==> src/kwtm_ram.sv <==
// generic single-port-write, single-port-read ram with registered read data
module kwtm_ram #(
  parameter int Width = 8,
  parameter int Depth = 16,
  localparam int AddrW = $clog2(Depth)
) (
  input  logic             clk_i,
  input  logic             we_i,
  input  logic [AddrW-1:0] waddr_i,
  input  logic [Width-1:0] wdata_i,
  input  logic [AddrW-1:0] raddr_i,
  output logic [Width-1:0] rdata_o
);

  logic [Width-1:0] mem_q [Depth];
  logic [Width-1:0] rdata_q;

  always_ff @(posedge clk_i) begin
    if (we_i) begin
      mem_q[waddr_i] <= wdata_i;
    end
    rdata_q <= mem_q[raddr_i];
  end

  assign rdata_o = rdata_q;

endmodule
==> config.mk <==
export PLATFORM = sky130hd
export DESIGN_NAME = kwtm_ram
export DESIGN_NICKNAME = d
export VERILOG_FILES = /design/src/kwtm_ram.sv
export SDC_FILE = /design/constraint.sdc
export NUM_CORES = 1
export LEC_CHECK = 0
export ABC_AREA = 1
export BUFFER_PORTS_ARGS = -buffer_cell sky130_fd_sc_hd__clkbuf_2
export CORE_MARGIN = 2
export CORE_UTILIZATION = 58
export DETAILED_ROUTE_END_ITERATION = 10
export PLACE_DENSITY = 0.84
export SYNTH_ARGS = -nofsm -noshare
export SYNTH_HDL_FRONTEND = slang
export SYNTH_SLANG_ARGS = --single-unit
==> constraint.sdc <==
create_clock -name clk_i -period 3.1 [get_ports clk_i]
set_clock_uncertainty 0.05 [all_clocks]
set_input_delay 0.62 -clock clk_i [delete_from_list [all_inputs] [get_ports clk_i]]
set_output_delay 0.62 -clock clk_i [all_outputs]
set_load 0.02 [all_outputs]
Word level (Yosys, flattened, before mapping)
Memories as Yosys holds them, arrays and structs flattened. A register that Yosys moved wholly into a read port is not among the register bits.
Index checks and enable logic that the tools add are counted.
- word-level logic and storage cells: 3
- output and inout port bits: 8
- bits of input ports: 18
- register bits after elaboration: 0
- memories kept: 1
- bits in writable memories: 128
- mux-type cells: 2
- memories (name ; words ; bits a word ; read ports ; clocked after Yosys merged registers in ; wr ports ; line ; text):
    mem_q ; 16 ; 8 ; 1 ; 1 ; 1 ; 15 ; logic [Width-1:0] mem_q [Depth];
- operators by type and width (cell ; number):
    $mux W1 ; 2

Depth between registers and ports, before layout
- word-level depth: 2
- depth in mapped cells: 8

Least setup slack after synthesis
OpenSTA, ideal clock, no wires.
- path type: in2reg
- start: input waddr_i[2]
- end: memory mem_q[10][0] (enable)
- cell stages on the path: 2
- path slack: 1.479 ns
- data arrival time: 1.201 ns
- path through: nand3b_1 nor2_1
- RTL lines (item ; line ; text):
    from (decl) ; 9 ; input logic [AddrW-1:0] waddr_i,
    to (decl) ; 15 ;
No word-level cell before the write port.

Final worst setup path
- start: register rdata_q[3] (netlist: rdata_o[3]), read port of mem_q
- end: output rdata_o[3]
- RTL lines (item ; line ; text):
    from (decl) ; 16 ; logic [Width-1:0] rdata_q;
    to (decl) ; 12 ; output logic [Width-1:0] rdata_o
No word-level cell between the ends.

==> impl_metrics.env <==
export IMPL_status="finished clean"
export IMPL_cp_depth=1
export IMPL_cts_tree="yes"
export IMPL_detail_route_vias_per_cell=5.36
export IMPL_multiInputGateArea_sq_um=1210
export IMPL_crit_path_top_delay_cell="dfxtp_1"
export IMPL_buffer_ports_inserted=25
export IMPL_worst_hold_path_type="in -> reg"
export IMPL_post_route_min_period_ns=1.66
export IMPL_clock_sinks=136
export IMPL_number_of_global_route_vias_before_repair=3865
export IMPL_grt_setup_unrepaired="false"
export IMPL_detailed_place_hpwl_um=6900
export IMPL_nNetsFinal=592
export IMPL_switching_share=0.218
export IMPL_initial_core_util=0.593
export IMPL_clock_insertion_delay_worst_skew_ns=0.52
export IMPL_cts_made_buffers=17
export IMPL_worstMarginPinSlew_ns=0.843
export IMPL_final_cell_area_sq_um=6510
export IMPL_place_gp_congestion=0.849
export IMPL_fp_row_count=36
export IMPL_syn_instance_count=551
export IMPL_pwr_share_comb=0.060
export IMPL_power_density_cell_area_nw_per_um2=654
export IMPL_die_area_sq_um=10800
export IMPL_power_frac_seq=0.486
export IMPL_layout_drive_gt1_share=0.104
export IMPL_final_period_utilization=0.536
export IMPL_die_width_um=104
export IMPL_quantity_of_gates_resized_following_cts=0
export IMPL_yosys_warnings=0
export IMPL_final_slew_violations=0
export IMPL_clk_root_buffer_cell="clkbuf_8"
export IMPL_wirelength_um=12000
export IMPL_yosys_register_bits=136
export IMPL_final_sum_of_negative_setup_slack_ns=0
export IMPL_path_class="reg -> out"
export IMPL_cp_cell_sequence="clkbuf_2"
export IMPL_clock_power_share=0.455
export IMPL_fin_util=0.669
export IMPL_placed_area_sq_um=5930
export IMPL_detail_route_first_pass_iterations=7
export IMPL_critical_path_top_delay_family="flip-flops"
export IMPL_slew_limit_headroom=0.436
export IMPL_cts_max_path_buffers=2
export IMPL_grt_start_max_net_pins=65
export IMPL_worst_setup_path_start_kind="flip-flop"
export IMPL_reg2regPathDepth=6
export IMPL_total_switching_power_w=0.000926
export IMPL_ios=26
export IMPL_grt_antenna_before_repair=0
export IMPL_wire_length_of_the_first_global_routing_pass_um=19100
export IMPL_count_of_max_cap_constraint_violations=0
export IMPL_ir_drop_v=0.000373
export IMPL_fmax_ghz=0.602
export IMPL_netlist_cell_type_count=12
export IMPL_gr_total_overflow=0
export IMPL_most_common_layout_cells="173 x nand2_1, 128 x edfxtp_1, 100 x inv_1, 97 x nand3_1, 25 x clkbuf_2"
export IMPL_first_iter_violations=448
export IMPL_synthesis_nets=569
export IMPL_wl_per_cell_um=16.7
export IMPL_cts_htree_levels=4
export IMPL_coreArea_sq_um=9730
export IMPL_whs_path_depth=3
export IMPL_post_synth_instance_area_sq_um=5770
export IMPL_critical_path_max_stage_delay_ns=0.31
export IMPL_report_final_hold_viol_count=0
export IMPL_synth_avg_cell_area_sq_um=10.5
export IMPL_drcViolationCount=0
export IMPL_route_vias_total=3860
export IMPL_total_power_w=0.00425
export IMPL_cp_num_buf_inv=1
export IMPL_seq_area_frac_synth=0.694
export IMPL_cp_data_arrival_time_ns=0.99
export IMPL_critPathMaxFanout=1
export IMPL_critical_path_required_ns=2.43
export IMPL_internal_power_w=0.00333
export IMPL_post_cts_buffers=0
export IMPL_static_leakage_power_nw=2.81
export IMPL_route_antenna_remaining_nets=0
export IMPL_cts_reportedPaths_clkPinSlew_ns=0.06
export IMPL_cts_hold_buf=0
export IMPL_worst_setup_path_end_kind="output pin"
export IMPL_nFillCells=712
export IMPL_area_growth_synth_to_final_pct=12.9
export IMPL_antenna_cells=0
export IMPL_regArea_sq_um=4000
export IMPL_final_common_cell="nand2_1"
export IMPL_die_y_um=104
export IMPL_timing_final_setup_violations=0
export IMPL_groute_usage_overall=0.237
-- Yosys cell counts (all sizes together) --
library cell	count	share of area
nand2	173	0.11
edfxtp	128	0.67
inv	102	0.066
nand3	97	0.084
buf	24	0.029
nor2	17	0.011
dfxtp	8	0.028
nand3b	2	0.0026
-- worst paths after layout --
path	startpoint	slack (ns)	end
max	rdata_o[3]	1.44	rdata_o[3]
min	raddr_i[3]	0.46	rdata_o[5]
max reg2reg	mem_q[9][6]	1.95	rdata_o[6]
min reg2reg	mem_q[12][5]	0.64	rdata_o[5]
-- power by group through the flow --
stage	combinational (W)	sequential, W	clock, W
after global routing	0.000278	0.00207	0.00202
final	0.000254	0.00207	0.00193
after floorplan	0.000145	0.00212	0
after CTS	0.000250	0.00207	0.00194
after detailed placement	0.000246	0.00211	0
after global placement	0.000238	0.00210	0
-- layout make-up --
type	instances	area share
clock inverter	11	0.0188
sequential	136	0.615
timing repair buffer	28	0.0246
clock buffer	21	0.0705
multi-input combinational	289	0.186
inverter	102	0.0588
tap	133	0.0256
-- registers in the layout, indices dropped and copies added, names as in the netlist --
name	count
mem_q	128
rdata_o	8
-- per-stage QoR --
step,setup WS [ns],std cells,hold WS (ns)
after detailed placement,1.03,688,0.618
after global placement,1.03,688,0.587
after global routing,1.39,720,0.451
after CTS,1.41,720,0.435
after floorplan,1.48,551,0.557
final,1.44,720,0.456
-- logic make-up (layout without fill, tap and decap cells) --
logic type,Yosys count,in the layout,share of synthesized area
simple gates,289,289,0.210
flops,136,136,0.694
buf+inv,126,162,0.0952
-- per-layer routing --
layer	part of all wire	vias up	global-route usage	wire (um)
met4	0.030	0	0.133	358
met3	0.094	32	0.0585	1130
met5	0	-	0	0
li1	-	1817	-	-
met1	0.39	1797	0.304	4700
met2	0.48	214	0.374	5800
Note: power is estimated with default switching activity, not from simulation.
